$ cat config.mk
export PLATFORM = sky130hd
export DESIGN_NAME = tcipd_div_cell
export DESIGN_NICKNAME = d
export VERILOG_FILES = /design/src/sv/tcipd_pkg.sv /design/src/sv/tcipd_div_cell.sv
export SDC_FILE = /design/constraint.sdc
export NUM_CORES = 1
export LEC_CHECK = 0
export BUFFER_PORTS_ARGS = -buffer_cell sky130_fd_sc_hd__buf_2
export CAP_MARGIN = 20
export CORE_ASPECT_RATIO = 1.1
export CORE_MARGIN = 3
export CORE_UTILIZATION = 51
export DETAILED_ROUTE_END_ITERATION = 10
export PLACE_DENSITY = 0.86
export RECOVER_POWER = 100
export SLEW_MARGIN = 20
export SYNTH_ARGS = -nofsm -noshare
export SYNTH_HDL_FRONTEND = slang
export SYNTH_SLANG_ARGS = --single-unit
$ cat constraint.sdc
create_clock -name clk -period 6 [get_ports clk]
set_input_delay 0.6 -clock clk [delete_from_list [all_inputs] [get_ports clk]]
set_output_delay 0.6 -clock clk [all_outputs]
set_load 0.05 [all_outputs]
$ cat src/sv/tcipd_pkg.sv
`timescale 1ns / 1ps
`default_nettype none
// ----------------------------------------------------------------------------
// tcipd_pkg
// Shared types and register indexes for the triplet circle distance check.
// ----------------------------------------------------------------------------
package tcipd_pkg;

  localparam int METRIC_W  = 40;
  localparam int CFG_IDX_W = 8;

  typedef logic [METRIC_W-1:0]  metric_t;
  typedef logic [CFG_IDX_W-1:0] cfg_idx_t;

  localparam cfg_idx_t CFG_METRIC_MIN = cfg_idx_t'(0);
  localparam cfg_idx_t CFG_METRIC_MAX = cfg_idx_t'(1);

endpackage
`default_nettype wire

$ cat src/sv/tcipd_div_cell.sv
`timescale 1ns / 1ps
`default_nettype none
// ----------------------------------------------------------------------------
// tcipd_div_cell
// One quotient bit of a restoring divider: compares the partial remainder
// with the divisor shifted by the bit position and subtracts on success.
// ----------------------------------------------------------------------------
module tcipd_div_cell #(
  parameter int XW = 16,
  parameter int K  = 0
) (
  input  wire logic              clk,
  input  wire logic              en,
  input  wire logic [XW-1:0]     rem_in,
  input  wire logic [XW-1:0]     den_in,
  input  wire tcipd_pkg::metric_t q_in,
  output logic [XW-1:0]          rem_out,
  output logic [XW-1:0]          den_out,
  output tcipd_pkg::metric_t     q_out
);

  import tcipd_pkg::*;

  logic [XW-1:0] shifted;
  logic          ge;
  metric_t       q_next;

  assign shifted = den_in << K;
  assign ge      = (rem_in >= shifted);

  always_comb begin
    q_next    = q_in;
    q_next[K] = ge;
  end

  always_ff @(posedge clk) begin
    if (en) begin
      rem_out <= ge ? rem_in - shifted : rem_in;
      den_out <= den_in;
      q_out   <= q_next;
    end
  end

endmodule
`default_nettype wire
==> Word level (Yosys, flattened, before mapping) <==
Index checks and enable logic that the tools add are counted.
{ "classes": {"magnitude_cmp": 1, "muxes": 1, "add_sub_neg": 1} }
{ "ops": {"columns": ["op", "count"], "rows": [
  ["$ge A16 B16 Y1", 1],
  ["$mux W16", 1],
  ["$sub A16 B16 Y16", 1]
]} }
{ "totals": {"elab_cells": 6, "register_bits": 72, "input_bits": 74, "output_inout_bits": 72} }

==> Logic depth before layout (Yosys ltp) <==
Gate-level depths: netlist (run 1).
{ "depth": {"ltp_word": 2, "ltp_mapped": 10, "mapped_depth_nobuf": 10} }

==> Least setup slack after synthesis (run 1) <==
OpenSTA, ideal clock, no wires.
{ "synth_path": {"kind": "input to register", "start": "in rem_in[0]", "end": "reg rem_out[11] (data pin)", "cell_stages": 9, "setup_ns": 0.260, "slack_ns": 3.394, "n_path_buf": 0, "t_required_ns": 5.740, "arrival_time_ns": 2.347, "cell_sequence": "inv_1 ha_1 fa_1 nand2b_1 o2bb2ai_1 a21oi_1 o32ai_4 inv_2 mux2_2"} }
{ "synth_between": {"elab_chain_len": 2, "word_cells_on_any_way": 3, "classes_between": "add/sub: 1; order compare: 1; mux: 1"} }
{ "synth_lines": {"columns": ["element", "line", "text"], "rows": [
  ["from (decl)", "tcipd_div_cell.sv:14", "input wire logic [XW-1:0] rem_in,"],
  ["$ge A16 B16 Y1", "tcipd_div_cell.sv:29", "assign ge = (rem_in >= shifted);"],
  ["named net ge", "tcipd_div_cell.sv:25", "logic ge;"],
  ["$mux W16", "tcipd_div_cell.sv:38", "rem_out <= ge ? rem_in - shifted : rem_in;"],
  ["to (signal assigned)", "tcipd_div_cell.sv:38", null],
  ["to (decl)", "tcipd_div_cell.sv:17", "output logic [XW-1:0] rem_out,"]
]} }
The timed path passes the listed nets, and every way through them passes these cells.
A chain may end at the register's enable or synchronous reset.

==> Worst setup path after layout (run 1) <==
{ "layout_path": {"start": "in en", "end": "reg rem_out[4], enable pin"} }
{ "layout_rtl": {"columns": ["element", "line", "text"], "rows": [
  ["from (decl)", "tcipd_div_cell.sv:13", "input wire logic en,"]
]} }
No word-level cell between the ends.

==> results of run 1 <==
## layer usage
metal / vias to the layer above / global-route usage [%]
li1: 1182 / -
met1: 1151 / 22.4
met2: 114 / 36.0
met3: 14 / 7.30
met4: 0 / 7.76
met5: - / 0
## kinds of logic after synthesis
group / Yosys count / share of synthesized area, %
flops: 72 / 66.4
simple gates: 54 / 8.38
compound gates: 51 / 11.0
buf+inv: 24 / 2.96
fa+ha+maj: 17 / 6.77
xor+xnor: 11 / 2.96
mux: 4 / 1.46
## registers in the layout (all words and copies together), names as in the netlist
name / count
q_out: 40
den_out: 16
rem_out: 16
## final timing paths
path | startpoint | endpoint | depth (start not counted)
worst min-delay path | q_in[13] | q_out[13] | 1
worst max-delay path | en | rem_out[4] | 2
## per-stage QoR
stage / hold WS, ps / setup slack, ps / instances / util, %
3_3_place_gp: 776 / 2780 / 450 / 67.7
3_5_place_dp: 778 / 2730 / 450 / 67.7
5_1_grt: 399 / 2320 / 466 / 69.9
2_1_floorplan: 699 / 3390 / 233 / -
4_1_cts: 410 / 3110 / 466 / 71.8
6_report: 417 / 2640 / 466 / 69.9
## synth_stat cells (all sizes together), types with 2 or more instances
cell type,instances
o211ai,2
ha,16
inv,19
o21a,4
a211oi,2
edfxtp,72
nand2b,3
a211o,3
nor3,4
a31oi,2
and3,2
and4,2
a21oi,7
o31ai,3
a21o,4
mux2,3
nand3b,2
xor2,4
nand3,5
xnor2,7
nand2,20
o21ai,17
buf,5
nor2,11
nor2b,2
## area by class of cell
cell class / instances / area (um^2)
well taps: 77 / 96.3
repair buffers: 145 / 622
clock inverters: 6 / 115
flip-flops and latches: 72 / 2160
fillers: 464 / 1800
inverters: 19 / 71.3
clock buffers: 10 / 128
multi-input cells: 137 / 992
## power by group through the flow
stage	Clock, mW	Sequential, mW	Combinational, mW
global placement	0	0.628	0.359
floorplan	0	0.798	0.100
global route	0.495	0.628	0.375
CTS	0.470	0.620	0.368
finish	0.465	0.623	0.351
detailed placement	0	0.631	0.366
==> results.yml, run 1 <==
run_status:
  outcome: "finished with violations"
  failed_checks: "max-capacitance violations, max-slew violations"
die:
  die_height_um: 89.8
  start_util_pct: 54.4
  num_io_pins: 146
  rows: 29
  dieArea_um2: 7380
  die_x_um: 82.2
  fp.coreArea_um2: 5990
synthesis:
  synth.largest_area_cell: "edfxtp_1"
  number_of_cells_produced_by_synthesis: 233
  syn_avg_cell_area_um2: 14.0
  synthesis.area_um2: 3250
  synth_top_cell_area_share_pct: 66.4
  synth_edf_count: 72
  synth_async_sr_flop_share_pct: 0
  synth.ff_latch_count: 72
  syn_nets: 324
  synth_top_cells_by_area: "edfxtp_1, ha_1, o21ai_0"
  yosysSeqAreaShare_pct: 66.4
  yosys_most_used_dff: "edfxtp_1"
  ys.warnings.count: 0
  synthDistinctLibCells: 40
worst_setup_path:
  cp_startpoint_kind: "input pin"
  timing.critical_path.required_ps: 5880
  critPathCaptureType: "flip-flop"
  cp_top_family: "buffers and inverters"
  cp_num_buf_inv: 2
  crit_type: "input pin to flip-flop"
  crit_path_cell_trace: "buf_2 -> clkbuf_1"
  timing.critical_path.fanout_max: 72
  worst_path_max_delay_cell: "clkbuf_1"
  cp_data_arrival_time_ps: 3240
  worst_path_largest_cell_delay_ps: 2530
global_route:
  grt_max_degree: 73
  number_of_antenna_violations_at_the_first_check_in_global_routing: 0
  track_usage_pct: 20.6
  first_global_vias: 2413
  globalRouteOverflowTotal: 0
  wire_length_of_the_first_global_routing_pass_um: 11500
final_layout:
  most-common-layout-cells: "clkbuf_1, edfxtp_1, buf_2"
  postLayoutCellArea_um2: 4190
  antennaDiodeCount: 0
  final_net_count: 475
  area_growth_pct: 28.6
  post_route_cells_drive_above_1_share_pct: 21.6
  commonest_non_fill_non_tap_cell_in_the_layout: "clkbuf_1"
sta:
  rel_slew_slack_pct: -141
  final_min_period_over_clock_period_pct: 55.9
  final_hold_viol_count: 0
  min_clock_period_post_route_ps: 3360
  max_slew.worst_pin.slew_ps: 3610
  report.final.setup_viol: 0
  setup_repair_after_global_routing_missed_its_margin: "false"
  finalMaxSlewViolations: 73
  summed_negative_setup_slack_over_all_endpoints_ps: 0
  maxClockFrequency_mhz: 298
routing:
  routedWlPerCell_um: 16.2
  viasPerCell: 5.28
  met3_wl_post_dr_um: 720
  detail_route.wirelength.met1_um: 2810
  routed.top_layer: "met4"
  route.antenna.remaining_nets: 0
  wl_um: 7570
  route.vias.total: 2461
  remaining_drc_errors: 0
  drt_first_pass_iters: 4
  met2_wire_len_um: 3910
  drtIter0Drc: 134
clock_network:
  cts-resized-gates: 0
  number_of_clock_buffers_inserted_by_tritoncts: 9
  cts_htree_levels: 3
  clock-sinks: 72
  clock_tree_root: "clkbuf_8"
  tritoncts: "done"
  cts.repair_timing.setup_buffer_count: 0
  holdBufCountCts: 0
  number_of_buffers_between_clock_root_and_the_deepest_sink: 2
  clk_pin_slew_worst_paths_ps: 80
pwr:
  power_per_cell_area_nw_per_um2: 344
  combinationalPowerShare_pct: 24.4
  max-vdd-ir-drop_uv: 186
  share_clk_of_total_power_pct: 32.3
  p_sw_share_pct: 32.3
  p_int_uw: 974
  p_switching_uw: 465
  seqPwrFrac_pct: 43.3
  finalPower_mw: 1.44
  power.leakage_nw: 1.70
run:
  max-cap-violations: 1
placed_design:
  hpwl_um: 5580
  place_area_um2: 4050
  place_congestion: 0.818
  io_buffers: 144
hold_path:
  min-delay-path-class: "input pin to flip-flop"
Note: power is estimated with default switching activity, not from simulation.
==> run 2: changes to the inputs <==
- CORE_UTILIZATION: 51 -> 42
- PLACE_DENSITY: 0.86 -> 0.75
- clock period: 6 -> 2.8 ns (I/O delays scaled with it)
==> results.yml, run 2 (synthesized netlist as in run 1, its figures left out) <==
final_layout:
  nFillCells: 679
  most-common-layout-cells: "clkbuf_1, edfxtp_1, buf_2"
  utilization_pct: 56.0
  top_register: "q_out"
  antennaDiodeCount: 0
  area_growth_pct: 28.5
  layout_top_registers: "q_out x40, den_out x16, rem_out x16"
  largest_reg_flops: 40
  final_net_count: 476
  post_route_cells_drive_above_1_share_pct: 21.5
  final-instance-count-excl-fill: 495
  commonest_non_fill_non_tap_cell_in_the_layout: "clkbuf_1"
routing:
  drtIter0Drc: 84
  wl_um: 7140
  viasPerCell: 4.84
  route.vias.total: 2397
  remaining_drc_errors: 0
  drt_first_pass_iters: 4
  route.antenna.remaining_nets: 0
  routedWlPerCell_um: 14.4
run:
  max-cap-violations: 1
run_status:
  outcome: "finished with violations"
  failed_checks: "max-capacitance violations, max-slew violations"
sta:
  maxClockFrequency_mhz: 429
  timing.final.ws_setup_ps: 470
  final_min_period_over_clock_period_pct: 83.2
  finalMaxSlewViolations: 73
  rel_slew_slack_pct: -16.3
  setup_repair_after_global_routing_missed_its_margin: "false"
  max_slew.worst_pin.slew_ps: 1740
  min_clock_period_post_route_ps: 2330
  report.final.setup_viol: 0
  final_hold_viol_count: 0
  summed_negative_setup_slack_over_all_endpoints_ps: 0
clock_network:
  number_of_buffers_between_clock_root_and_the_deepest_sink: 2
  clk_pin_slew_worst_paths_ps: 80
  cts-resized-gates: 0
  clock_tree_root: "clkbuf_8"
  clock-sinks: 72
  cts.repair_timing.setup_buffer_count: 0
  number_of_clock_buffers_inserted_by_tritoncts: 9
  holdBufCountCts: 0
  cts_htree_levels: 3
  tritoncts: "done"
die:
  die_height_um: 98.3
  die_x_um: 89.9
  num_io_pins: 146
  start_util_pct: 43.5
  dieArea_um2: 8840
  fp.coreArea_um2: 7470
  rows: 33
global_route:
  number_of_antenna_violations_at_the_first_check_in_global_routing: 0
  wire_length_of_the_first_global_routing_pass_um: 11400
  grt_max_degree: 73
  first_global_vias: 2363
  globalRouteOverflowTotal: 0
  track_usage_pct: 16.3
worst_setup_path:
  worst_path_max_delay_cell: "clkbuf_1"
  cp_startpoint_kind: "input pin"
  worst_path_largest_cell_delay_ps: 470
  cp_data_arrival_time_ps: 2390
  timing.critical_path.fanout_max: 14
  crit_type: "input pin to flip-flop"
  critPathCaptureType: "flip-flop"
  timing.critical_path.required_ps: 2860
  crit_path_cell_trace: "buf_2 -> inv_1 -> ha_1 -> a21oi_1 -> nand2b_1 -> o211ai_1 -> o32ai_1 -> clkbuf_1 -> o21ai_0"
placed_design:
  place_congestion: 0.803
  io_buffers: 144
  dpl_worst_slack_ps: 215
  hpwl_um: 5320
  numPlacedInstances: 479
hold_path:
  hold_path_end: "q_out[8]"
  hold_path_startpoint: "q_in[8]"
  hold_depth: 1
  min-delay-path-class: "input pin to flip-flop"
pwr:
  finalPower_mw: 2.97
  power.leakage_nw: 1.70
  power_per_cell_area_nw_per_um2: 709
  max-vdd-ir-drop_uv: 283
[run 2: stage by stage]
step                area, um^2  hold WS, ps
finish                    4180          112
global placement          4100          457
global route              4180         90.7
CTS                       4320         96.5
floorplan                 3250          379
detailed placement        4100          458
[run 2: how the worst max path moves through the flow]
stage	start	end	slack, ps	depth (start not counted)
2_1_floorplan	rem_in[0]	rem_out[11]	510	9
3_3_place_gp	rem_in[0]	rem_out[14]	270	10
3_5_place_dp	rem_in[0]	rem_out[14]	220	10
4_1_cts	rem_in[0]	rem_out[14]	580	10
5_1_grt	rem_in[0]	rem_out[5]	210	10
6_report	den_in[13]	rem_out[5]	470	9
[run 2: per-layer routing]
| layer | vias up | wire length [um] | track usage [%] |
|---|---|---|---|
| met3 | 8 | 515 | 4.93 |
| met1 | 1103 | 2930 | 18.6 |
| met5 | - | 0 | 0 |
| met2 | 101 | 3610 | 29.3 |
| li1 | 1185 | - | - |
| met4 | 0 | 88 | 5.30 |
[run 2: area by class of cell]
class	count	area (um^2)	area share [%]
sequential	72	2160	51.7
multi-input combinational	137	973	23.3
timing repair buffer	146	627	15.0
tap	105	131	3.14
clock buffer	10	128	3.05
clock inverter	6	90.1	2.15
inverter	19	71.3	1.71
[run 2: report_power, final]
group          internal [mW]  switching [mW]  leakage (nW)
logic                  0.179           0.564         0.884
registers               1.31          0.0235         0.704
clock network          0.507           0.388         0.107
total                   1.99           0.975          1.70
[run 2: worst max-delay path, delay by kind of cell]
| family | cells | cell delay [ps] |
|---|---|---|
| buf+inv | 3 | 600 |
| compound gates | 4 | 1010 |
| fa+ha+maj | 1 | 340 |
| simple gates | 1 | 180 |
