## src/sv/tcipd_mul_cell.sv

```systemverilog
`timescale 1ns / 1ps
`default_nettype none
// ----------------------------------------------------------------------------
// tcipd_mul_cell
// One shift-add step of a multiplier chain: adds the multiplicand, shifted
// by the cell position, when that multiplier bit is set.
// ----------------------------------------------------------------------------
module tcipd_mul_cell #(
  parameter int AW   = 8,
  parameter int BW   = 8,
  parameter int STEP = 0,
  localparam int PW  = AW + BW
) (
  input  wire logic          clk,
  input  wire logic          en,
  input  wire logic [AW-1:0] a_in,
  input  wire logic [BW-1:0] b_in,
  input  wire logic [PW-1:0] p_in,
  output logic [AW-1:0]      a_out,
  output logic [BW-1:0]      b_out,
  output logic [PW-1:0]      p_out
);

  logic [PW-1:0] addend;

  assign addend = b_in[STEP] ? (PW'(a_in) << STEP) : '0;

  always_ff @(posedge clk) begin
    if (en) begin
      a_out <= a_in;
      b_out <= b_in;
      p_out <= p_in + addend;
    end
  end

endmodule
`default_nettype wire

```

## config.mk

```make
export PLATFORM = sky130hd
export DESIGN_NAME = tcipd_mul_cell
export DESIGN_NICKNAME = d
export VERILOG_FILES = /design/src/sv/tcipd_mul_cell.sv
export SDC_FILE = /design/constraint.sdc
export NUM_CORES = 1
export LEC_CHECK = 0
export ABC_AREA = 1
export BUFFER_PORTS_ARGS = -buffer_cell sky130_fd_sc_hd__buf_4
export CAP_MARGIN = 20
export CORE_ASPECT_RATIO = 0.7
export CORE_MARGIN = 3
export CORE_UTILIZATION = 45
export CTS_CLUSTER_DIAMETER = 100
export CTS_CLUSTER_SIZE = 8
export DETAILED_ROUTE_END_ITERATION = 10
export GPL_ROUTABILITY_DRIVEN = 1
export PLACE_DENSITY_LB_ADDON = 0.12
export SETUP_SLACK_MARGIN = 0.15
export SLEW_MARGIN = 10
export SYNTH_ARGS = -nofsm -noshare
export SYNTH_HDL_FRONTEND = slang
export SYNTH_SLANG_ARGS = --single-unit
```

## constraint.sdc

```tcl
create_clock -name clk -period 2.9 [get_ports clk]
set_input_delay 0.58 -clock clk [delete_from_list [all_inputs] [get_ports clk]]
set_output_delay 0.58 -clock clk [all_outputs]
set_load 0.01 [all_outputs]
```

; ---- Word-level counts from Yosys, hierarchy flattened
; Cells that the tools add are included.
[totals]
register_bits = 32
latch_bits = 0
ram_bits = 0
romBits = 0
inputBits = 34
out_inout_bits = 32
wordCells = 5
n_memories = 0
[op_classes]
addsub = 1
n_mul = 0
div_mod_pow = 0
magnitude_cmp = 0
eq_ne = 0
n_shift = 0
n_mux = 1
n_bitwise = 0
n_reduce_logical = 0
[ops]
columns = cell, n
row1 = $add A16 B8 Y16, 1
row2 = $mux W8, 1

; ---- Depth between registers and ports, before layout
; Gate-level depths: netlist of the first run.
[depth]
ltp_word = 2
mapped_depth = 13
depth_no_buf = 12

; ---- Least setup slack after synthesis of the first run
; OpenSTA, ideal clock, no wires.
[synth_timing]
path_type = input to register
start = in b_in[0]
end = reg p_out[8], data pin
setup_ps = 257
arrival_time_ps = 1911
required_time_ps = 2643
setup_slack_ps = 731
cell_stages = 11
n_path_buf = 1
path_cell_list = clkbuf_1 > nand2_1 > inv_1 > ha_1 > fa_1 > nand2_1 > nand2_1 > and2_4 > nand2_2 > nand2_2 > xor2_1
[synth_between]
elab_chain_len = 2
[synth_lines]
columns = item, line_no
row1 = from (decl), 17  ; input wire logic [BW-1:0] b_in,
row2 = $mux W8, 26  ; assign addend = b_in[STEP] ? (PW'(a_in) << STEP) : '0;
row3 = $add A16 B8 Y16, 32  ; p_out <= p_in + addend;
row4 = to (signal assigned), 32
row5 = to (decl), 21  ; output logic [PW-1:0] p_out
; No other way between the ends.
; A chain may end at the register's enable or synchronous reset.

; ---- Worst setup path after layout of the first run
[layout_timing]
start = in b_in[0]
end = reg p_out[14], data pin
; The elaborated chain is that of the path after synthesis.

==> results of run 1 <==
## cells in the mapped netlist, drive strengths merged
cell type and count:
inv 27, a21o 2, or2 1, and2 1, fa 1, nand2 65
a21oi 3, a21boi 1, edfxtp 32, ha 8, xor2 7, nor3 2
nand3b 3, clkbuf 1, nor2 12, nand3 9
## state kept, by name, indices dropped and copies added (netlist names)
name and cells:
p_out 16, a_out 8, b_out 8
## where the power goes
part | switching, uW | internal [uW] | leakage (uW)
clock network | 153 | 167 | 0.0000399
registers | 13.7 | 564 | 0.000313
logic | 119 | 116 | 0.000837
## area by class of cell
cell class | count | area, um^2
timing repair buffer | 65 | 488.0
inverter | 27 | 101.3
tap | 47 | 58.81
multi-input combinational | 115 | 615.6
sequential | 32 | 960.9
clock buffer | 7 | 76.32
fill | 284 | 1056
clock inverter | 1 | 3.754
## cell families after synthesis
group,after synthesis,synth area share [%]
AO/OA/AOI/OAI,6,2.232
XOR/XNOR,7,3.646
adder cells (fa/ha/maj),9,7.143
buffers and inverters,28,6.250
flip-flops,32,57.14
AND/OR/NAND/NOR,93,23.59
## how the worst max path moves through the flow
stage	startpoint	end	slack (ns)	cells after the start
after floorplan	b_in[0]	p_out[8]	0.73	11
after detailed placement	b_in[0]	p_out[14]	0.63	13
after global placement	b_in[0]	p_out[10]	0.69	13
final	b_in[0]	p_out[14]	0.95	13
after global routing	b_in[0]	p_out[10]	0.80	13
after CTS	b_in[0]	p_out[14]	0.95	13
## layer usage
metal / share of wire, % / vias up / track usage [%] / routed length (um)
met5: 0 / - / 0 / 0
met4: 1.0 / 0 / 5.147 / 38
met3: 9.3 / 5 / 6.309 / 340
met2: 45 / 51 / 26.62 / 1652
met1: 44 / 615 / 22.34 / 1615
li1: - / 703 / - / -
## critical path, delay by kind of cell
kind	cells	cell delay, ns
adder cells (fa/ha/maj)	2	0.59
AND/OR/NAND/NOR	9	0.62
buffers and inverters	2	0.18
## placed cells by master, fill, tap and decap left out, types with 2 or more instances in the layout
master    instances
ha_1              8
inv_2             3
nand2_1          62
a21o_1            2
nand3b_1          3
nor2_1           11
edfxtp_1         32
xor2_1            7
a21oi_1           3
inv_1            24
buf_4            65
clkbuf_8          5
nand3_1           9
nand2_2           3
clkbuf_1          2
## through the flow
stage | hold slack, ns | cell area (um^2) | util, % | setup WS (ns) | total power (uW)
floorplan | 0.6789 | 1682 | - | 0.7314 | 689.2
CTS | 0.4679 | 2305 | 68.58 | 0.9514 | 1145
finish | 0.4754 | 2305 | 68.58 | 0.9502 | 1131
global route | 0.4634 | 2305 | 68.58 | 0.7957 | 1187
global placement | 0.7580 | 2225 | 66.20 | 0.6908 | 817.9
detailed placement | 0.7596 | 2225 | 66.20 | 0.6338 | 821.9
==> results.md, run 1 <==
- Worst path max stage delay: 0.40 ns
- Pre-antenna DRT Iters: 4
- Placed cells: 286
- FP Rows: 17
- Initial antenna violation count: 0
- Worst Path Arrival: 1.99 ns
- Top cells by area, synth: edfxtp_1 57%, nand2_1 14%, ha_1 6.0%
- Routed WL: 3.647 mm
- Crit path top cell by count: nand2_1
- Ratio of cells with drive above 1 in the final layout: 31.98%
- YS warnings: 0
- Worst Max-Slew Pin Slew: 0.3987 ns
- Worst-path fanout max: 9
- Power Density: 490.9 nW/um^2
- Syn_area_per_cell: 9.609 um^2
- H-tree depth: 2
- Setup crit end kind: flip-flop
- VDD IR max: 0.3933 mV
- Post-CTS resize count: 0
- Max Cap Violations: 0
- Die Y: 57.15 um
- RSZ-0062 raised after global routing: no
- Initial Util: 50.04%
- CTS tree: yes
- Via-per-instance ratio: 4.673
- Hold Crit Class: input pin to flip-flop
- Final RePlAce weighted congestion: 0.8295
- Slew Viols, Final: 0
- CTS Hold Buffers Added: 0
- WS Path Type: input pin to flip-flop
- Cells after Synth: 175
- Layout Nets: 289
- Die footprint: 4518 um^2
- First-pass GRT wire length: 5.844 mm
- I/O Buffers: 65
- Via count: 1374
- Area growth syn-to-layout: 37.05%
- Synth unique cells: 20
- CTS root buf: clkbuf_8
- Synth Cell Area: 1682 um^2
- Clock Sink Count: 32
- Outcome: finished, final reports clean
- Final-report setup violation count: 0
- Pin count of the biggest net entering global routing: 33
- GRT Residual Overflow: 0
- Worst hold path depth: 1
- Initial DRC count: 52
- CTS Buf Count: 5
- Hold Crit Start: b_in[7]
- Final Critical Period: 1.950 ns
- Diode count: 0
- Die X: 79.07 um
- Synth area leader: edfxtp_1
- Required @ worst endpoint: 2.94 ns
- Core area: 3361 um^2
- Critical path cell sequence: buf_4, nand2_1, inv_1, ha_1, fa_1, nand2_1, nand2_1, nand3b_1, nand2_1, nand2_1, nand2_1, nand2_1, nand2_1
- All-Layer GR Usage: 17.05%
- Vias in the first global route: 1318
- Sum Neg Setup Slack: 0 ns
- Non-Filler Instances: 294
- P_leak: 0.001190 uW
- Seq/Total Area, Yosys: 57.14%
- Final Hold Viols: 0
- Detail Placement HPWL: 2.877 mm
- Startpoint Class: input pin
- Post-CTS setup repair buffer count: 0
- Antenna-violating nets left: 0
- Clk slew on worst S/H paths: 0.06 ns
- Hold Path End: b_out[7]
- Clock Tree Buf Depth: 2
- Post-synthesis register bit count: 32
- Slowest CP cell: fa_1
- Share of the synthesized area in the top cell type: 57.14%
- Slew HR: 73.42%
- Net Count, Synth: 218
- # DRC: 0
- Final Cycle Share: 67.23%
- Max Freq: 512.9 MHz
- I/O Pins: 66
- Wire per inst: 12.40 um
Note: power is estimated with default switching activity, not from simulation.
==> run 2: changes to the inputs <==
CORE_UTILIZATION = 43   (was 45)
clock period = 1.78 ns   (was 2.9 ns; I/O delays follow)
==> run 2 against run 1 <==
Non-clock buffer count rose by 11. Power rose by 83%. Die area rose by 4.2%. Critical path type unchanged. Hold slack got worse by 0.22 ns. Count of clock-buffer cells in the layout fell by 1. Setup slack got worse by 0.78 ns. First-iteration DRC count fell by 37%. Sequential power rose by 62%. Global-route usage barely moved. Via count rose by 1.4%. Wire length rose by 1.7%. Largest power group unchanged. Sequential share of layout area fell by 4.1 points.
==> results.md, run 2 (same netlist as run 1, synthesis figures left out) <==
- Antenna-violating nets left: 0 (unchanged)
- Critical path cell sequence: buf_12, nand2_4, inv_2, ha_4, fa_2, nand2_2, nand2_2, nand3b_1, nand2_2, buf_6, xor2_1
- Final Critical Period: 1.607 ns
- Top reg by flops: p_out
- Final Hold Viols: 0 (unchanged)
- Required @ worst endpoint: 1.82 ns (-1.12 ns)
- Worst path max stage delay: 0.35 ns (-0.05 ns)
- Largest regs: p_out (16), a_out (8), b_out (8)
- Via count: 1393 (+1.4%)
- Diode count: 0 (unchanged)
- GRT Residual Overflow: 0 (unchanged)
- All-Layer GR Usage: 17.02% (-0.024 points)
- # DRC: 0 (unchanged)
- Non-Filler Instances: 308 (+4.8%)
- CTS Buf Count: 5 (unchanged)
- Slew HR: 73.91% (+0.49 points)
- Wire per inst: 12.04 um (-2.9%)
- Clock share of power: 32.7% (+4.5 points)
- WS Path Type: input pin to flip-flop
- H-tree depth: 2 (unchanged)
- Detail Placement HPWL: 2.876 mm (about the same)
- Initial DRC count: 33 (-37%)
- Final Cycle Share: 90.30%
- Clk slew on worst S/H paths: 0.07 ns (about the same)
- Clock Sink Count: 32 (unchanged)
- Outcome: finished, final reports clean
- Internal power: 1572 uW (+86%)
- P_leak: 0.001267 uW (+6.5%)
- Worst Max-Slew Pin Slew: 0.3913 ns (-0.007388 ns)
- NetSw: 496.8 uW (+74%)
- Startpoint Class: input pin
- Vias in the first global route: 1312 (-0.46%)
- Clock Tree Buf Depth: 2 (unchanged)
- Core area: 3649 um^2 (+8.6%)
- CTS root buf: clkbuf_8
- VDD IR max: 0.4029 mV (+2.4%)
- Setup crit end kind: flip-flop
- Final-report setup violation count: 0 (unchanged)
- Die X: 80.75 um (+2.1%)
- Hold Crit Class: input pin to flip-flop
- Layout Nets: 300 (+3.8%)
- Buf/Inv on CP: 3 (+1)
- Die Y: 58.32 um (+2.1%)
- Final RePlAce weighted congestion: 0.8064 (-2.8%)
- FP Rows: 18 (+1)
- Sequential power share: 45.3% (-5.7 points)
- Dpl ws: -0.1662 ns (-0.8000 ns)
- Max reg flops: 16 (unchanged)
- CTS tree: yes
- Area growth syn-to-layout: 52.08%
- Die footprint: 4709 um^2 (+4.2%)
- Worst-path fanout max: 7 (-2)
- Initial Util: 46.09% (-3.9 points)
- Most common cell after layout, fill and taps aside: buf_4
- I/O Pins: 66 (unchanged)
- Cell class contributing the biggest share of worst-path delay: adder cells
- Max Cap Violations: 0 (unchanged)
- RSZ-0062 raised after global routing: yes
- Most frequent cells in the layout: 73 x buf_4, 51 x nand2_1, 32 x edfxtp_1, 22 x inv_1, 13 x nand2_2
- First-pass GRT wire length: 5.947 mm (+1.8%)
- Total power: 2069 uW (+83%)
- Switch share: 24.02% (-1.2 points)
- Crit path top cell by count: nand2_2
- Slowest CP cell: fa_2
- I/O Buffers: 65 (unchanged)
- Initial antenna violation count: 0 (unchanged)
- Hold slack: 0.2545 ns (-0.2210 ns)
- Via-per-instance ratio: 4.523 (-3.2%)
- Routed WL: 3.708 mm (+1.7%)
- Combinational share of power: 22.0% (+1.3 points)
- Pre-antenna DRT Iters: 4 (unchanged)
- Slew Viols, Final: 0 (unchanged)
- Power Density: 808.9 nW/um^2 (+65%)
- Ratio of cells with drive above 1 in the final layout: 44.19% (+12 points)
- Worst Path Arrival: 1.65 ns (-0.34 ns)
- Final WS setup: 0.1727 ns (-0.7775 ns)
- Pin count of the biggest net entering global routing: 33 (unchanged)
- Sum Neg Setup Slack: 0 ns (unchanged)
- Placed cells: 297 (+3.8%)
- Max Freq: 622.2 MHz
-- run 2: cell types whose count changed in the layout (fill, tap and decap cells not counted), moves of 6 or more --
cell and change:
nand2_1 -11, nand2_2 +10, buf_4 +8, ha_1 -6
ha_4 +6
-- run 2: final cells by class --
type                    count  area [um^2]
inverters                  27        101.3
well taps                  50        62.56
repair buffers             76        590.6
multi-input cells         115        734.5
fillers                   299         1091
flip-flops and latches     32        960.9
clock buffers               6        72.57
clock inverters             2        35.03
-- run 2: metrics by stage --
step           cell area (um^2)  util (%)
6_report                   2557     70.10
5_1_grt                    2557     70.10
4_1_cts                    2504     68.62
3_5_place_dp               2360     64.68
3_3_place_gp               2360     64.68
2_1_floorplan              1763         -
-- run 2: path summary, 6_finish.rpt --
check / startpoint / cells after the start / slack (ns) / end
worst max-delay path: b_in[0] / 11 / 0.17 / p_out[6]
worst min-delay path: b_in[7] / 1 / 0.25 / b_out[7]
-- run 2: power groups by stage --
stage | combinational [uW] | sequential (uW) | clock (uW)
4_1_cts | 443 | 938 | 689
5_1_grt | 502 | 945 | 725
6_report | 455 | 938 | 676
3_5_place_dp | 431 | 953 | 0
2_1_floorplan | 146 | 994 | 0
3_3_place_gp | 428 | 953 | 0
-- run 2: layer usage --
layer / global-route usage (%) / part of all wire [%] / vias up
met1: 24.48 / 47 / 621
met3: 5.046 / 8.8 / 4
met5: 0 / 0 / -
met4: 6.506 / 1.1 / 0
met2: 24.41 / 43 / 41
li1: - / - / 727
-- run 2: repair_timing --
item,in CTS,in global routing
hold buffers,0,0
pin swaps,6,13
buffers inserted,1,2
gates resized for setup,9,12
setup endpoints to repair,3,6
==> run 3: changes to the inputs <==
CORE_UTILIZATION = 45   (was 43)
clock period = 2 ns   (was 1.78 ns; I/O delays follow)
==> run 3 against run 2 <==
Count of clock-buffer cells in the layout shrank 1. Die area is 4.1% lower. Cell count decreased by 4.5%. Core utilization shrank 0.44 points. Wire length is 2.0% higher. Non-clock buffer count decreased by 11. Clock power down 9.5%. Global-route usage increased by 1.1 points. Final area fell by 8.5%. Sequential cell count unchanged. Via count is 3.4% lower. Combinational power is 24% lower. Critical endpoint is now p_out[10]. Largest power group unchanged.
==> results.md, run 3 (same netlist as run 1, synthesis figures left out) <==
- Final Util: 69.66% (-0.44 points)
- Post-CTS setup repair buffer count: 0 (-1)
- Final instance area: 2341 um^2 (-8.5%)
- Outcome: finished, final reports clean
- Clock Tree Buf Depth: 2 (unchanged)
- Required @ worst endpoint: 2.04 ns (+0.22 ns)
- Diode count: 0 (unchanged)
- Antenna-violating nets left: 0 (unchanged)
- Worst-path fanout max: 9 (+2)
- Ratio of cells with drive above 1 in the final layout: 34.01% (-10 points)
- I/O Buffers: 65 (unchanged)
- Detail Placement HPWL: 2.892 mm (+0.56%)
- Placement Cell Area: 2230 um^2 (-5.5%)
- Initial DRC count: 75 (+130%)
- Pre-antenna DRT Iters: 4 (unchanged)
- Vias in the first global route: 1356 (+3.4%)
- Most common cell after layout, fill and taps aside: buf_4
- Slew Viols, Final: 0 (unchanged)
- # DRC: 0 (unchanged)
- VDD IR max: 0.6005 mV (+49%)
- Number of fill cells: 281 (-6.0%)
- Crit path top cell by count: nand2_1
- Final Critical Period: 1.702 ns
- Most frequent cells in the layout: 65 x buf_4, 62 x nand2_1, 32 x edfxtp_1, 24 x inv_1, 11 x nor2_1
- Worst path max stage delay: 0.35 ns (about the same)
- Routed WL: 3.782 mm (+2.0%)
- Worst Path Arrival: 1.74 ns (+0.09 ns)
- Setup crit end kind: flip-flop
- GRT Residual Overflow: 0 (unchanged)
- Worst Max-Slew Pin Slew: 0.4134 ns (+0.02208 ns)
- Die X: 79.07 um (-2.1%)
- Final-report setup violation count: 0 (unchanged)
- Initial antenna violation count: 0 (unchanged)
- CTS tree: yes
- Die footprint: 4518 um^2 (-4.1%)
- Core area: 3361 um^2 (-7.9%)
- First-pass GRT wire length: 6.230 mm (+4.8%)
- CTS Buf Count: 5 (unchanged)
- Max Cap Violations: 0 (unchanged)
- Clock Sink Count: 32 (unchanged)
- Slew HR: 72.44% (-1.5 points)
- Layout Nets: 289 (-3.7%)
- Final Hold Viols: 0 (unchanged)
- CTS root buf: clkbuf_8
- Largest regs: p_out (16), a_out (8), b_out (8)
- Power Density: 766.2 nW/um^2 (-5.3%)
- All-Layer GR Usage: 18.11% (+1.1 points)
- Pin count of the biggest net entering global routing: 33 (unchanged)
- RSZ-0062 raised after global routing: no
- Wire per inst: 12.86 um (+6.9%)
- Initial Util: 50.04% (+3.9 points)
- P_leak: 0.001201 uW (-5.2%)
- Slowest CP cell: fa_2
- Final Cycle Share: 85.10%
- Post-CTS resize count: 0 (-9)
- H-tree depth: 2 (unchanged)
- Clk slew on worst S/H paths: 0.07 ns (about the same)
- Via count: 1346 (-3.4%)
- Via-per-instance ratio: 4.578 (+1.2%)
- CTS Hold Buffers Added: 0 (unchanged)
- Startpoint Class: input pin
- Top reg by flops: p_out
- Critical path cell sequence: buf_4, nand2_1, inv_1, ha_2, fa_2, nand2_1, nand2_1, nand3b_1, nand2_1, nand2_1, nand2_1, nand2_1, nand2_1
- I/O Pins: 66 (unchanged)
- WS Path Type: input pin to flip-flop
- Max reg flops: 16 (unchanged)
- Max Freq: 587.5 MHz
- Final RePlAce weighted congestion: 0.8114 (+0.62%)
- FP Rows: 17 (-1)
- Hold Crit Class: input pin to flip-flop
- Die Y: 57.15 um (-2.0%)
- Area growth syn-to-layout: 39.21%
- Sum Neg Setup Slack: 0 ns (unchanged)
run 3: metrics by stage:
stage                     total power, uW  worst slack (ns)  hold slack, ns  cells
after floorplan                      1002            0.1298          0.4989    175
after global placement               1187           0.05035          0.5784    286
after detailed placement             1194         0.0007779          0.5802    286
after CTS                            1805            0.2964          0.2839    294
after global routing                 1875            0.1900          0.2783    294
final                                1794            0.2980          0.2871    294
run 3: metal layers:
layer,share of wire [%],routed length [um],global-route usage (%)
met5,0,0,0
met4,0.98,37,5.882
met2,46,1721,28.42
met3,7.0,264,5.678
met1,46,1758,24.09
run 3: critical path: cells and delay by family:
family	cells	cell delay, ns
buffers and inverters	2	0.18
adders and majority gates	2	0.53
and+or+nand+nor	9	0.63
run 3: final cells by class:
cell class	instances	area [um^2]	share of cell area, %
clock buffer	5	68.82	2.940
inverter	27	101.3	4.329
timing repair buffer	65	488.0	20.84
multi-input combinational	115	620.6	26.51
tap	47	58.81	2.512
sequential	32	960.9	41.05
clock inverter	3	42.54	1.817
run 3: worst paths after layout:
| path | startpoint | endpoint | slack, ns | cells past startpoint |
|---|---|---|---|---|
| max | b_in[0] | p_out[10] | 0.30 | 13 |
| min | b_in[5] | b_out[5] | 0.29 | 1 |
run 3: where the power goes:
group          internal (uW)  total, uW  leakage, uW  switching, uW
Combinational            169        346     0.000834            177
Clock                    368        612    0.0000541            243
Sequential               817        836     0.000313           19.0
Total                   1350       1790      0.00120            439
