===== config.mk =====
export PLATFORM = sky130hd
export DESIGN_NAME = tcipd_sqrt_cell
export DESIGN_NICKNAME = d
export VERILOG_FILES = /design/src/sv/tcipd_sqrt_cell.sv
export SDC_FILE = /design/constraint.sdc
export NUM_CORES = 1
export LEC_CHECK = 0
export BUFFER_PORTS_ARGS = -buffer_cell sky130_fd_sc_hd__buf_2
export CORE_ASPECT_RATIO = 0.75
export CORE_MARGIN = 4
export CORE_UTILIZATION = 50
export DETAILED_ROUTE_END_ITERATION = 10
export GPL_ROUTABILITY_DRIVEN = 1
export PLACE_DENSITY = 0.9
export SYNTH_ARGS = -nofsm -noshare
export SYNTH_HDL_FRONTEND = slang
export SYNTH_SLANG_ARGS = --single-unit

===== constraint.sdc =====
create_clock -name clk -period 3.2 [get_ports clk]
set_input_delay 0.16 -clock clk [delete_from_list [all_inputs] [get_ports clk]]
set_output_delay 0.16 -clock clk [all_outputs]
set_load 0.02 [all_outputs]

===== src/sv/tcipd_sqrt_cell.sv =====
`timescale 1ns / 1ps
`default_nettype none
// ----------------------------------------------------------------------------
// tcipd_sqrt_cell
// One digit step of a restoring integer square root: takes two radicand
// bits and decides one root bit.
// ----------------------------------------------------------------------------
module tcipd_sqrt_cell #(
  parameter int RW  = 8,
  localparam int PW = 2 * RW,
  localparam int MW = RW + 2
) (
  input  wire logic          clk,
  input  wire logic          en,
  input  wire logic [PW-1:0] rad_in,
  input  wire logic [MW-1:0] rem_in,
  input  wire logic [RW-1:0] root_in,
  output logic [PW-1:0]      rad_out,
  output logic [MW-1:0]      rem_out,
  output logic [RW-1:0]      root_out
);

  logic [MW+1:0] r2;
  logic [MW+1:0] trial;
  logic          ge;

  assign r2    = {rem_in, rad_in[PW-1:PW-2]};
  assign trial = (MW+2)'({root_in, 2'b01});
  assign ge    = (r2 >= trial);

  always_ff @(posedge clk) begin
    if (en) begin
      rad_out  <= rad_in << 2;
      rem_out  <= ge ? MW'(r2 - trial) : MW'(r2);
      root_out <= {root_in[RW-2:0], ge};
    end
  end

endmodule
`default_nettype wire


== Word level (Yosys, flattened, before mapping) ==
Index checks and enable logic that the tools add are counted.

* Register bits after elaboration: 32
* Input bits: 36
* Output and inout port bits: 34
* Word-level logic and storage cells: 6

* $add $sub $neg: 1
* Order comparisons: 1
* Mux-type cells: 1

{| class="wikitable"
|+ Operators by type and width
! cell !! count
|-
| greater-or-equal comparator 12 x 10 -> 1 bit || 1
|-
| two-way mux 10 bit || 1
|-
| subtractor 10 bit || 1
|}

== Logic depth before layout (Yosys ltp) ==
Gate-level depths: netlist of the first run.

* Word-level depth: 2
* Depth in mapped cells: 8
* Depth with buffers taken out: 7

== Worst setup path before layout of the first run ==
Ideal clock, no wire load.

* Kind: in2reg
* From: in root_in[0]
* To: reg rem_out[2] (data pin)
* Setup time: 260 ps
* Data arrival time: 1745 ps
* Data required time: 2940 ps
* Path slack: 1195 ps
* Cell stages on the path: 8
* Cell sequence: inv_1 ha_1 nor2b_4 o31a_4 a41oi_1 o211a_1 buf_6 mux2_4

* Cells in the longest elaborated chain, start to end: 2
* Elaborated cells between the ends (all ways): 3

{| class="wikitable"
|+ RTL lines
! element !! line !! text
|-
| start: declaration || 17 || <nowiki>input wire logic [RW-1:0] root_in,</nowiki>
|-
| subtractor 10 bit or greater-or-equal comparator 12 x 10 -> 1 bit (tied branches) || 34, 29 ||
|-
| two-way mux 10 bit (*) || 34 || <nowiki>rem_out <= ge ? MW'(r2 - trial) : MW'(r2);</nowiki>
|-
| end signal: assignment || 34 ||
|-
| end: declaration || 19 || <nowiki>output logic [MW-1:0] rem_out,</nowiki>
|}

Mark *: on every way between the ends. The rest lies on a longest branch, timed or not.
A chain may end at the register's enable or synchronous reset.

== Worst setup path in the final report of the first run ==
* From: in rem_in[7]
* To: reg rem_out[9] (data pin)

* Cells in the longest elaborated chain, start to end: 2
* Elaborated cells between the ends (all ways): 3

{| class="wikitable"
|+ RTL lines
! element !! line !! text
|-
| start: declaration || 16 || <nowiki>input wire logic [MW-1:0] rem_in,</nowiki>
|-
| subtractor 10 bit or greater-or-equal comparator 12 x 10 -> 1 bit (tied branches) || 34, 29 ||
|-
| two-way mux 10 bit (*) || 34 ||
|}

Marks and branches as above.

==> out/qor.txt, run 1 <==
Starting density of the core: 53.6%
Routed wirelength normalized by instance count: 15.7 um
Last weighted congestion value of the routability-driven placer: 0.865
Vert. Die Dim: 57.1 um
Peak VDD IR: 0.000339 V
1st-pass router iterations: 4
Total clock sinks: 32
All-Layer GR Usage: 17.2%
Final hold violation count: 0
Critical path type: in -> reg
Slew at the pin with the worst max-slew slack: 0.706 ns
Ratio of final minimum period to clock period: 69.9%
Antenna violations before repair: 0
Unrepaired setup endpoints after global routing: false
Total power per unit cell area: 561 nW/um^2
Post-Route Hold Slack: 0.0471 ns
Number of instances in the synthesized netlist: 116
Fmax achieved: 0.447 GHz
TritonCTS buffer count: 5
First-pass GRT wire length: 5.44 mm
Top-level I/O count: 70
Leakage dissipation: 0.000948 uW
Share of the yosys chip area belonging to registers: 59.8%
Number of nets with antenna violations after detailed routing: 0
CP max FO: 11
H-tree lvl count: 2
Count of routing violations after the opening detailed-route iteration: 64
Pin count of the biggest net entering global routing: 33
Die Outline Area: 4190 sq um
Synth Warn #: 0
Clk pin slew, worst setup/hold paths: 0.07 ns
# resized after CTS: 0
Number of hold buffers added after CTS: 0
Area fraction of the dominant cell type after synthesis: 59.8%
Sort of element at the start of the critical path: input pin
Fraction of final layout cells sized beyond drive strength 1: 46.0%
Final min period: 2.24 ns
CP Capture Type: flip-flop
Core Box Area: 3000 sq um
CTS tree: yes
Source of the critical timing path: rem_in[7]
Ratio of routed vias to standard cells: 5.13
Biggest area consumer among synthesized cells: sky130_fd_sc_hd__edfxtp_1
Leading cell types in the layout, fill and taps excluded: sky130_fd_sc_hd__buf_2, sky130_fd_sc_hd__edfxtp_1, sky130_fd_sc_hd__inv_1, sky130_fd_sc_hd__ha_1
DRC violations left: 0
Setup TNS Final: 0 ns
Number of global-route vias before repair: 1,141
Port buffer count: 67
Sum of net half-perimeters after detailed placement: 2.79 mm
Min-Delay Startpoint: rad_in[5]
Clk Tree Root Cell: sky130_fd_sc_hd__clkbuf_8
Width of the chip: 73.5 um
Max Transition Viols Final: 0
Normalized max-slew margin: 53.0%
Area growth from synthesis to layout: 29.4%
Routed wire length: 3.56 mm
Total number of vias: 1,164
Final setup violation count: 0
Critical Path AT: 2.28 ns
Number of distinct library cells after synthesis: 32
Required @ worst endpoint: 3.24 ns
Synthesized cell area: 1610 sq um
Number of max-capacitance violations reported: 0
Net total in the final layout: 234
Synthesis-stage register bit count: 32
Most common cell after layout, fill and taps aside: sky130_fd_sc_hd__buf_2
Final-layout fill cell count: 227
Outcome: finished clean
Overflow after GRT: 0
Number of antenna cells inserted: 0
Tightest Hold Check Type: in -> reg
Total number of placement rows: 17
Mean instance size in the synthesized netlist: 13.8 sq um
Setup repair bufs after CTS: 0
Synth area leaders: sky130_fd_sc_hd__edfxtp_1, sky130_fd_sc_hd__ha_1, sky130_fd_sc_hd__mux2_4
Maximum clock path buffer count: 2
[cells by family (layout without fill, tap and decap cells)]
kind of cell | count (synthesis) | after routing | share of synthesized area [%]
flip-flops | 32 | 32 | 59.8
AO/OA/AOI/OAI | 23 | 23 | 10.2
AND/OR/NAND/NOR | 21 | 21 | 6.62
buffers and inverters | 14 | 86 | 4.21
adder cells (fa/ha/maj) | 10 | 10 | 7.79
multiplexers | 9 | 9 | 7.87
XOR/XNOR | 6 | 6 | 3.27
other | 1 | 2 | 0.233
[report_power, final]
group	switching [uW]	internal, uW
sequential	9.70	513
clock	153	230
combinational	149	111
[critical path: stages]
cell and delay (ns):
sky130_fd_sc_hd__buf_2 0.11, sky130_fd_sc_hd__ha_1 0.34, sky130_fd_sc_hd__a2111oi_0 0.61, sky130_fd_sc_hd__o211a_1 0.64
sky130_fd_sc_hd__mux2_2 0.40
[metal layers]
| metal | routed length [um] | track usage (%) | share of wire [%] | up-vias |
|---|---|---|---|---|
| li1 | - | - | - | 571 |
| met1 | 1520 | 22.7 | 43 | 524 |
| met2 | 1560 | 26.3 | 44 | 67 |
| met3 | 469 | 7.39 | 13 | 2 |
| met4 | 12 | 3.88 | 0.34 | 0 |
| met5 | 0 | 0 | 0 | - |
[cell usage after synthesis]
| master | number |
|---|---|
| sky130_fd_sc_hd__a2111oi_0 | 1 |
| sky130_fd_sc_hd__a211o_1 | 1 |
| sky130_fd_sc_hd__a21o_1 | 1 |
| sky130_fd_sc_hd__a21oi_1 | 6 |
| sky130_fd_sc_hd__a31oi_1 | 1 |
| sky130_fd_sc_hd__a41oi_1 | 1 |
| sky130_fd_sc_hd__and3_1 | 1 |
| sky130_fd_sc_hd__buf_4 | 2 |
| sky130_fd_sc_hd__buf_6 | 1 |
| sky130_fd_sc_hd__conb_1 | 1 |
| sky130_fd_sc_hd__edfxtp_1 | 32 |
| sky130_fd_sc_hd__ha_1 | 10 |
| sky130_fd_sc_hd__inv_1 | 11 |
| sky130_fd_sc_hd__mux2_2 | 1 |
| sky130_fd_sc_hd__mux2_4 | 7 |
| sky130_fd_sc_hd__mux2i_1 | 1 |
| sky130_fd_sc_hd__nand2_1 | 7 |
| sky130_fd_sc_hd__nand2b_1 | 2 |
| sky130_fd_sc_hd__nand3_1 | 2 |
| sky130_fd_sc_hd__nor2_1 | 4 |
| sky130_fd_sc_hd__nor2b_1 | 1 |
| sky130_fd_sc_hd__nor2b_4 | 1 |
| sky130_fd_sc_hd__nor3_1 | 2 |
| sky130_fd_sc_hd__o211a_1 | 1 |
| sky130_fd_sc_hd__o211ai_1 | 2 |
| sky130_fd_sc_hd__o21a_1 | 2 |
| sky130_fd_sc_hd__o21ai_0 | 5 |
| sky130_fd_sc_hd__o311a_2 | 1 |
| sky130_fd_sc_hd__o31a_4 | 1 |
| sky130_fd_sc_hd__or2_2 | 1 |
| sky130_fd_sc_hd__xnor2_1 | 5 |
| sky130_fd_sc_hd__xor2_1 | 1 |
[final cells by class]
cell class                 instances  area (sq um)  share of cell area [%]
clock buffer                       5          68.8                    3.31
multi-input combinational         71           582                    28.0
clock inverter                     3          42.5                    2.05
timing repair buffer              67           335                    16.1
sequential                        32           961                    46.2
tap                               38          47.5                    2.29
inverter                          11          41.3                    1.99
[flip-flops by register name (all words and copies together) (netlist names)]
name,count
root_out,8
rad_out,14
rem_out,10
[stage by stage]
| stage | total power (uW) | worst slack [ns] | instances | utilization, % | area (sq um) |
|---|---|---|---|---|---|
| 5_1_grt | 1230 | 0.890 | 227 | 69.3 | 2080 |
| 2_1_floorplan | 703 | 1.19 | 117 | - | 1610 |
| 6_report | 1170 | 0.963 | 227 | 69.3 | 2080 |
| 3_3_place_gp | 780 | 0.779 | 219 | 65.6 | 1970 |
| 3_5_place_dp | 793 | 0.690 | 219 | 65.6 | 1970 |
| 4_1_cts | 1180 | 0.986 | 227 | 69.3 | 2080 |
[worst paths after layout]
| check | depth (start not counted) | end | slack [ns] |
|---|---|---|---|
| hold / removal | 1 | rad_out[7] | 0.05 |
| setup / recovery | 5 | rem_out[9] | 0.96 |
Note: power is estimated with default switching activity, not from simulation.
==> inputs of run 2 (changes only) <==
CORE_UTILIZATION = 47   (was 50)
PLACE_DENSITY = 0.85   (was 0.9)
clock period = 2.28 ns   (was 3.2 ns; I/O delays follow)
==> out/qor.txt, run 2 (synthesis gave the netlist of run 1 again) <==
Outcome: finished clean
Setup repair bufs after CTS: 0 (unchanged)
Final setup violation count: 0 (unchanged)
TritonCTS buffer count: 5 (unchanged)
Max Transition Viols Final: 0 (unchanged)
Unrepaired setup endpoints after global routing: false
CP Capture Type: flip-flop
Total number of placement rows: 18 (+1)
Overflow after GRT: 0 (unchanged)
Width of the chip: 75.5 um (+2.8%)
Count of routing violations after the opening detailed-route iteration: 39 (-39%)
Core Box Area: 3290 sq um (+9.6%)
Required @ worst endpoint: 2.30 ns (-0.94 ns)
Number of hold buffers added after CTS: 0 (unchanged)
Last weighted congestion value of the routability-driven placer: 0.755 (-13%)
Largest registers: rad_out (14), rem_out (10), root_out (8)
Slew at the pin with the worst max-slew slack: 0.685 ns (-0.0206 ns)
Maximum clock path buffer count: 2 (unchanged)
Ratio of final minimum period to clock period: 80.0%
Fraction of final layout cells sized beyond drive strength 1: 45.8% (-0.20 points)
DRC violations left: 0 (unchanged)
Top-level I/O count: 70 (unchanged)
Clk Tree Root Cell: sky130_fd_sc_hd__clkbuf_8
Tightest Hold Check Type: in -> reg
Sort of element at the start of the critical path: input pin
Setup TNS Final: 0 ns (unchanged)
Starting density of the core: 48.9% (-4.7 points)
CTS tree: yes
Non-filler instance count after layout: 232 (+2.2%)
Die Outline Area: 4430 sq um (+5.6%)
Hold path endpoint: rad_out[7]
Cell Count Post-Placement: 224 (+2.3%)
Clk pin slew, worst setup/hold paths: 0.06 ns (about the same)
Routed wire length: 3.00 mm (-16%)
Ratio of routed vias to standard cells: 4.88 (-4.8%)
Critical path type: in -> reg
Sum of net half-perimeters after detailed placement: 2.40 mm (-14%)
Routed wirelength normalized by instance count: 12.9 um (-18%)
CP max FO: 5 (-6)
Pin count of the biggest net entering global routing: 33 (unchanged)
Min-Delay Startpoint: rad_in[5]
Number of antenna cells inserted: 0 (unchanged)
All-Layer GR Usage: 13.4% (-3.8 points)
Normalized max-slew margin: 54.3% (+1.4 points)
Number of max-capacitance violations reported: 0 (unchanged)
Vert. Die Dim: 58.6 um (+2.7%)
Instance count along the most critical hold path: 1 (unchanged)
Total number of vias: 1,132 (-2.7%)
Port buffer count: 67 (unchanged)
H-tree lvl count: 2 (unchanged)
Most common cell after layout, fill and taps aside: sky130_fd_sc_hd__buf_2
Final min period: 1.83 ns
Source of the critical timing path: rem_in[0]
Peak VDD IR: 0.000438 V (+29%)
Number of nets with antenna violations after detailed routing: 0 (unchanged)
Leading cell types in the layout, fill and taps excluded: sky130_fd_sc_hd__buf_2, sky130_fd_sc_hd__edfxtp_1, sky130_fd_sc_hd__inv_1, sky130_fd_sc_hd__ha_1
Net total in the final layout: 237 (+1.3%)
Fmax achieved: 0.548 GHz
Critical Path AT: 1.85 ns (-0.43 ns)
# resized after CTS: 0 (unchanged)
Final hold violation count: 0 (unchanged)
Antenna violations before repair: 0 (unchanged)
Total clock sinks: 32 (unchanged)
Register ranked first by flip-flop count: rad_out
Number of flip-flops in the largest register: 14 (unchanged)
Leakage dissipation: 0.000948 uW (about the same)
Area growth from synthesis to layout: 29.2%
Number of global-route vias before repair: 1,036 (-9.2%)
Total power per unit cell area: 719 nW/um^2 (+28%)
First-pass GRT wire length: 4.47 mm (-18%)
1st-pass router iterations: 4 (unchanged)
[run 2: cell count changes in the layout (fill, tap and decap cells not counted)]
cell	change
sky130_fd_sc_hd__clkbuf_1	+1
sky130_fd_sc_hd__clkinv_2	-1
sky130_fd_sc_hd__clkinv_1	+1
sky130_fd_sc_hd__bufinv_16	-1
sky130_fd_sc_hd__buf_4	+3
[run 2: worst max-delay path, cell delays in order]
cell and delay [ns]:
sky130_fd_sc_hd__buf_2 0.11, sky130_fd_sc_hd__ha_1 0.31, sky130_fd_sc_hd__nor2b_4 0.14, sky130_fd_sc_hd__o31a_4 0.30, sky130_fd_sc_hd__a41oi_1 0.18, sky130_fd_sc_hd__o211a_1 0.20, sky130_fd_sc_hd__buf_4 0.16, sky130_fd_sc_hd__mux2_2 0.34
[run 2: area by class of cell]
cell class                 instances  area, sq um
multi-input combinational         71          582
timing repair buffer              70          358
sequential                        32          961
clock buffer                       6         72.6
fill                             262         1210
tap                               40         50.0
clock inverter                     2         11.3
inverter                          11         41.3
[run 2: metrics by stage]
stage | utilization (%) | total power [uW] | setup slack (ns) | hold slack [ns] | area, sq um
6_report | 63.1 | 1490 | 0.455 | 0.0145 | 2080
2_1_floorplan | - | 987 | 0.321 | 0.213 | 1610
3_5_place_dp | 60.6 | 1110 | 0.170 | 0.292 | 1990
4_1_cts | 63.1 | 1510 | 0.450 | 0.00280 | 2080
5_1_grt | 63.1 | 1580 | 0.342 | 0.00165 | 2080
3_3_place_gp | 60.6 | 1100 | 0.220 | 0.290 | 1990
[run 2: worst max-delay path by stage]
stage	endpoint	slack (ns)
2_1_floorplan	rem_out[2]	0.32
3_3_place_gp	rem_out[9]	0.22
3_5_place_dp	rem_out[9]	0.17
4_1_cts	rem_out[9]	0.45
5_1_grt	rem_out[9]	0.34
6_report	rem_out[9]	0.45
[run 2: per-layer routing]
metal	GRT usage (%)	vias up	routed length, um
met5	0	-	0
met4	3.74	0	23
li1	-	572	-
met3	5.97	4	474
met1	17.9	493	1340
met2	19.8	63	1170
[run 2: report_power, final]
| group | leakage, uW | switching, uW | total [uW] | internal, uW |
|---|---|---|---|---|
| logic | 0.000596 | 201 | 361 | 160 |
| registers | 0.000313 | 11.5 | 731 | 720 |
| clock network | 0.0000388 | 188 | 399 | 211 |
| total | 0.000948 | 401 | 1490 | 1090 |
==> inputs of run 3 (changes only) <==
clock period = 1.9 ns   (was 2.28 ns; I/O delays follow)
==> out/qor.txt, run 3 (synthesis gave the netlist of run 1 again) <==
Outcome: finished clean
Required @ worst endpoint: 1.93 ns (-0.37 ns)
Critical path type: in -> reg
Storage cell area: 961 sq um (unchanged)
Clk pin slew, worst setup/hold paths: 0.06 ns (about the same)
Routed wire length: 3.89 mm (+30%)
Max Transition Viols Final: 0 (unchanged)
Area of combinational cells with multiple inputs: 594 sq um (+2.2%)
CP max FO: 4 (-1)
Total power per unit cell area: 832 nW/um^2 (+16%)
Top-level I/O count: 70 (unchanged)
Register ranked first by flip-flop count: rad_out
Total number of placement rows: 18 (unchanged)
Final-layout fill cell count: 235 (-10%)
Routed wirelength normalized by instance count: 14.5 um (+12%)
Final setup violation count: 0 (unchanged)
Sum of net half-perimeters after detailed placement: 2.65 mm (+10%)
Most common cell after layout, fill and taps aside: sky130_fd_sc_hd__buf_2
Peak VDD IR: 0.000514 V (+17%)
Maximum clock path buffer count: 2 (unchanged)
Antenna violations before repair: 0 (unchanged)
Pin count of the biggest net entering global routing: 33 (unchanged)
Largest stage delay on the critical path: 0.30 ns (-0.04 ns)
Number of max-capacitance violations reported: 0 (unchanged)
Setup repair bufs after CTS: 0 (unchanged)
Number of flip-flops in the largest register: 14 (unchanged)
Post-Route Hold Slack: 0.131 ns (+0.117 ns)
Number of antenna cells inserted: 0 (unchanged)
Overflow after GRT: 0 (unchanged)
DRC violations left: 0 (unchanged)
Cell family contributing the most delay on the critical path: compound AO/OA/AOI/OAI gates
Core Box Area: 3290 sq um (unchanged)
Unrepaired setup endpoints after global routing: false
TritonCTS buffer count: 5 (unchanged)
Ratio of final minimum period to clock period: 89.1%
Leakage dissipation: 0.00113 uW (+19%)
Number of global-route vias before repair: 1,326 (+28%)
Tightest Hold Check Type: in -> reg
Net total in the final layout: 274 (+16%)
Overall Power: 2030 uW (+36%)
H-tree lvl count: 2 (unchanged)
Cells along the critical path: buf_2 -> inv_1 -> ha_4 -> nor2b_4 -> o31a_4 -> a41oi_1 -> o211a_1 -> buf_4 -> mux2_4
Number of hold buffers added after CTS: 20 (+20)
Setup TNS Final: 0 ns (unchanged)
Last weighted congestion value of the routability-driven placer: 0.747 (-1.0%)
Area growth from synthesis to layout: 52.0%
Ratio of routed vias to standard cells: 4.94 (+1.2%)
Smallest setup slack after layout: 0.206 ns (-0.248 ns)
Largest registers: rad_out (14), rem_out (10), root_out (8)
Slew at the pin with the worst max-slew slack: 0.718 ns (+0.0327 ns)
Starting density of the core: 48.9% (unchanged)
Sort of element at the start of the critical path: input pin
Port buffer count: 67 (unchanged)
Crit-path slowest cell: sky130_fd_sc_hd__mux2_4
Total clock sinks: 32 (unchanged)
Leading cell types in the layout, fill and taps excluded: sky130_fd_sc_hd__buf_2, sky130_fd_sc_hd__edfxtp_1, sky130_fd_sc_hd__dlygate4sd3_1, sky130_fd_sc_hd__buf_4, sky130_fd_sc_hd__inv_1
# resized after CTS: 0 (unchanged)
Total number of vias: 1,328 (+17%)
Worst setup slack before clock tree synthesis: -0.0999 ns (-0.270 ns)
First-pass GRT wire length: 6.13 mm (+37%)
Clk Tree Root Cell: sky130_fd_sc_hd__clkbuf_8
Vert. Die Dim: 58.6 um (unchanged)
Final cell utilization of the core: 74.3% (+11 points)
CP Capture Type: flip-flop
Final min period: 1.69 ns
Number of nets with antenna violations after detailed routing: 0 (unchanged)
Final hold violation count: 0 (unchanged)
Number of buffer and inverter instances along the worst setup path: 3 (+1)
CTS tree: yes
1st-pass router iterations: 4 (unchanged)
Fraction of final layout cells sized beyond drive strength 1: 46.3% (+0.45 points)
All-Layer GR Usage: 18.8% (+5.5 points)
Critical Path AT: 1.73 ns (-0.12 ns)
Fmax achieved: 0.590 GHz
Count of routing violations after the opening detailed-route iteration: 49 (+26%)
Width of the chip: 75.5 um (unchanged)
Die Outline Area: 4430 sq um (unchanged)
Normalized max-slew margin: 52.2% (-2.2 points)
[run 3: changes by cell type in the layout (fill, tap and decap cells not counted), sizes merged]
cell and change:
dlygate4sd3 +21, buf +16, bufinv +1, clkinvlp -1
[run 3: power by group]
group / total (uW) / leakage [uW] / internal (uW) / switching [uW]
clock: 634 / 0.0000552 / 389 / 245
sequential: 881 / 0.000313 / 864 / 16.8
combinational: 517 / 0.000762 / 254 / 263
[run 3: layer usage]
layer  track usage, %  part of all wire, %
met5                0                    0
met3             6.66                   11
met4             5.99                  1.5
met1             22.4                   40
met2             31.9                   47
[run 3: area by class of cell]
type	instances	share of cell area [%]
Tap cell	40	2.05
Clock buffer	6	2.97
Multi-Input combinational cell	71	24.3
Clock inverter	2	1.43
Inverter	11	1.69
Timing Repair Buffer	107	28.2
Sequential cell	32	39.3
[run 3: final timing paths]
kind  startpoint    endpoint  cells past startpoint
max   root_in[0]  rem_out[7]                      9
min    rem_in[3]  rem_out[5]                      2
[run 3: per-stage QoR]
step	instance area [sq um]	cells
final	2440	269
after global routing	2440	269
after CTS	2430	268
after detailed placement	2120	240
after global placement	2120	240
after floorplan	1620	117
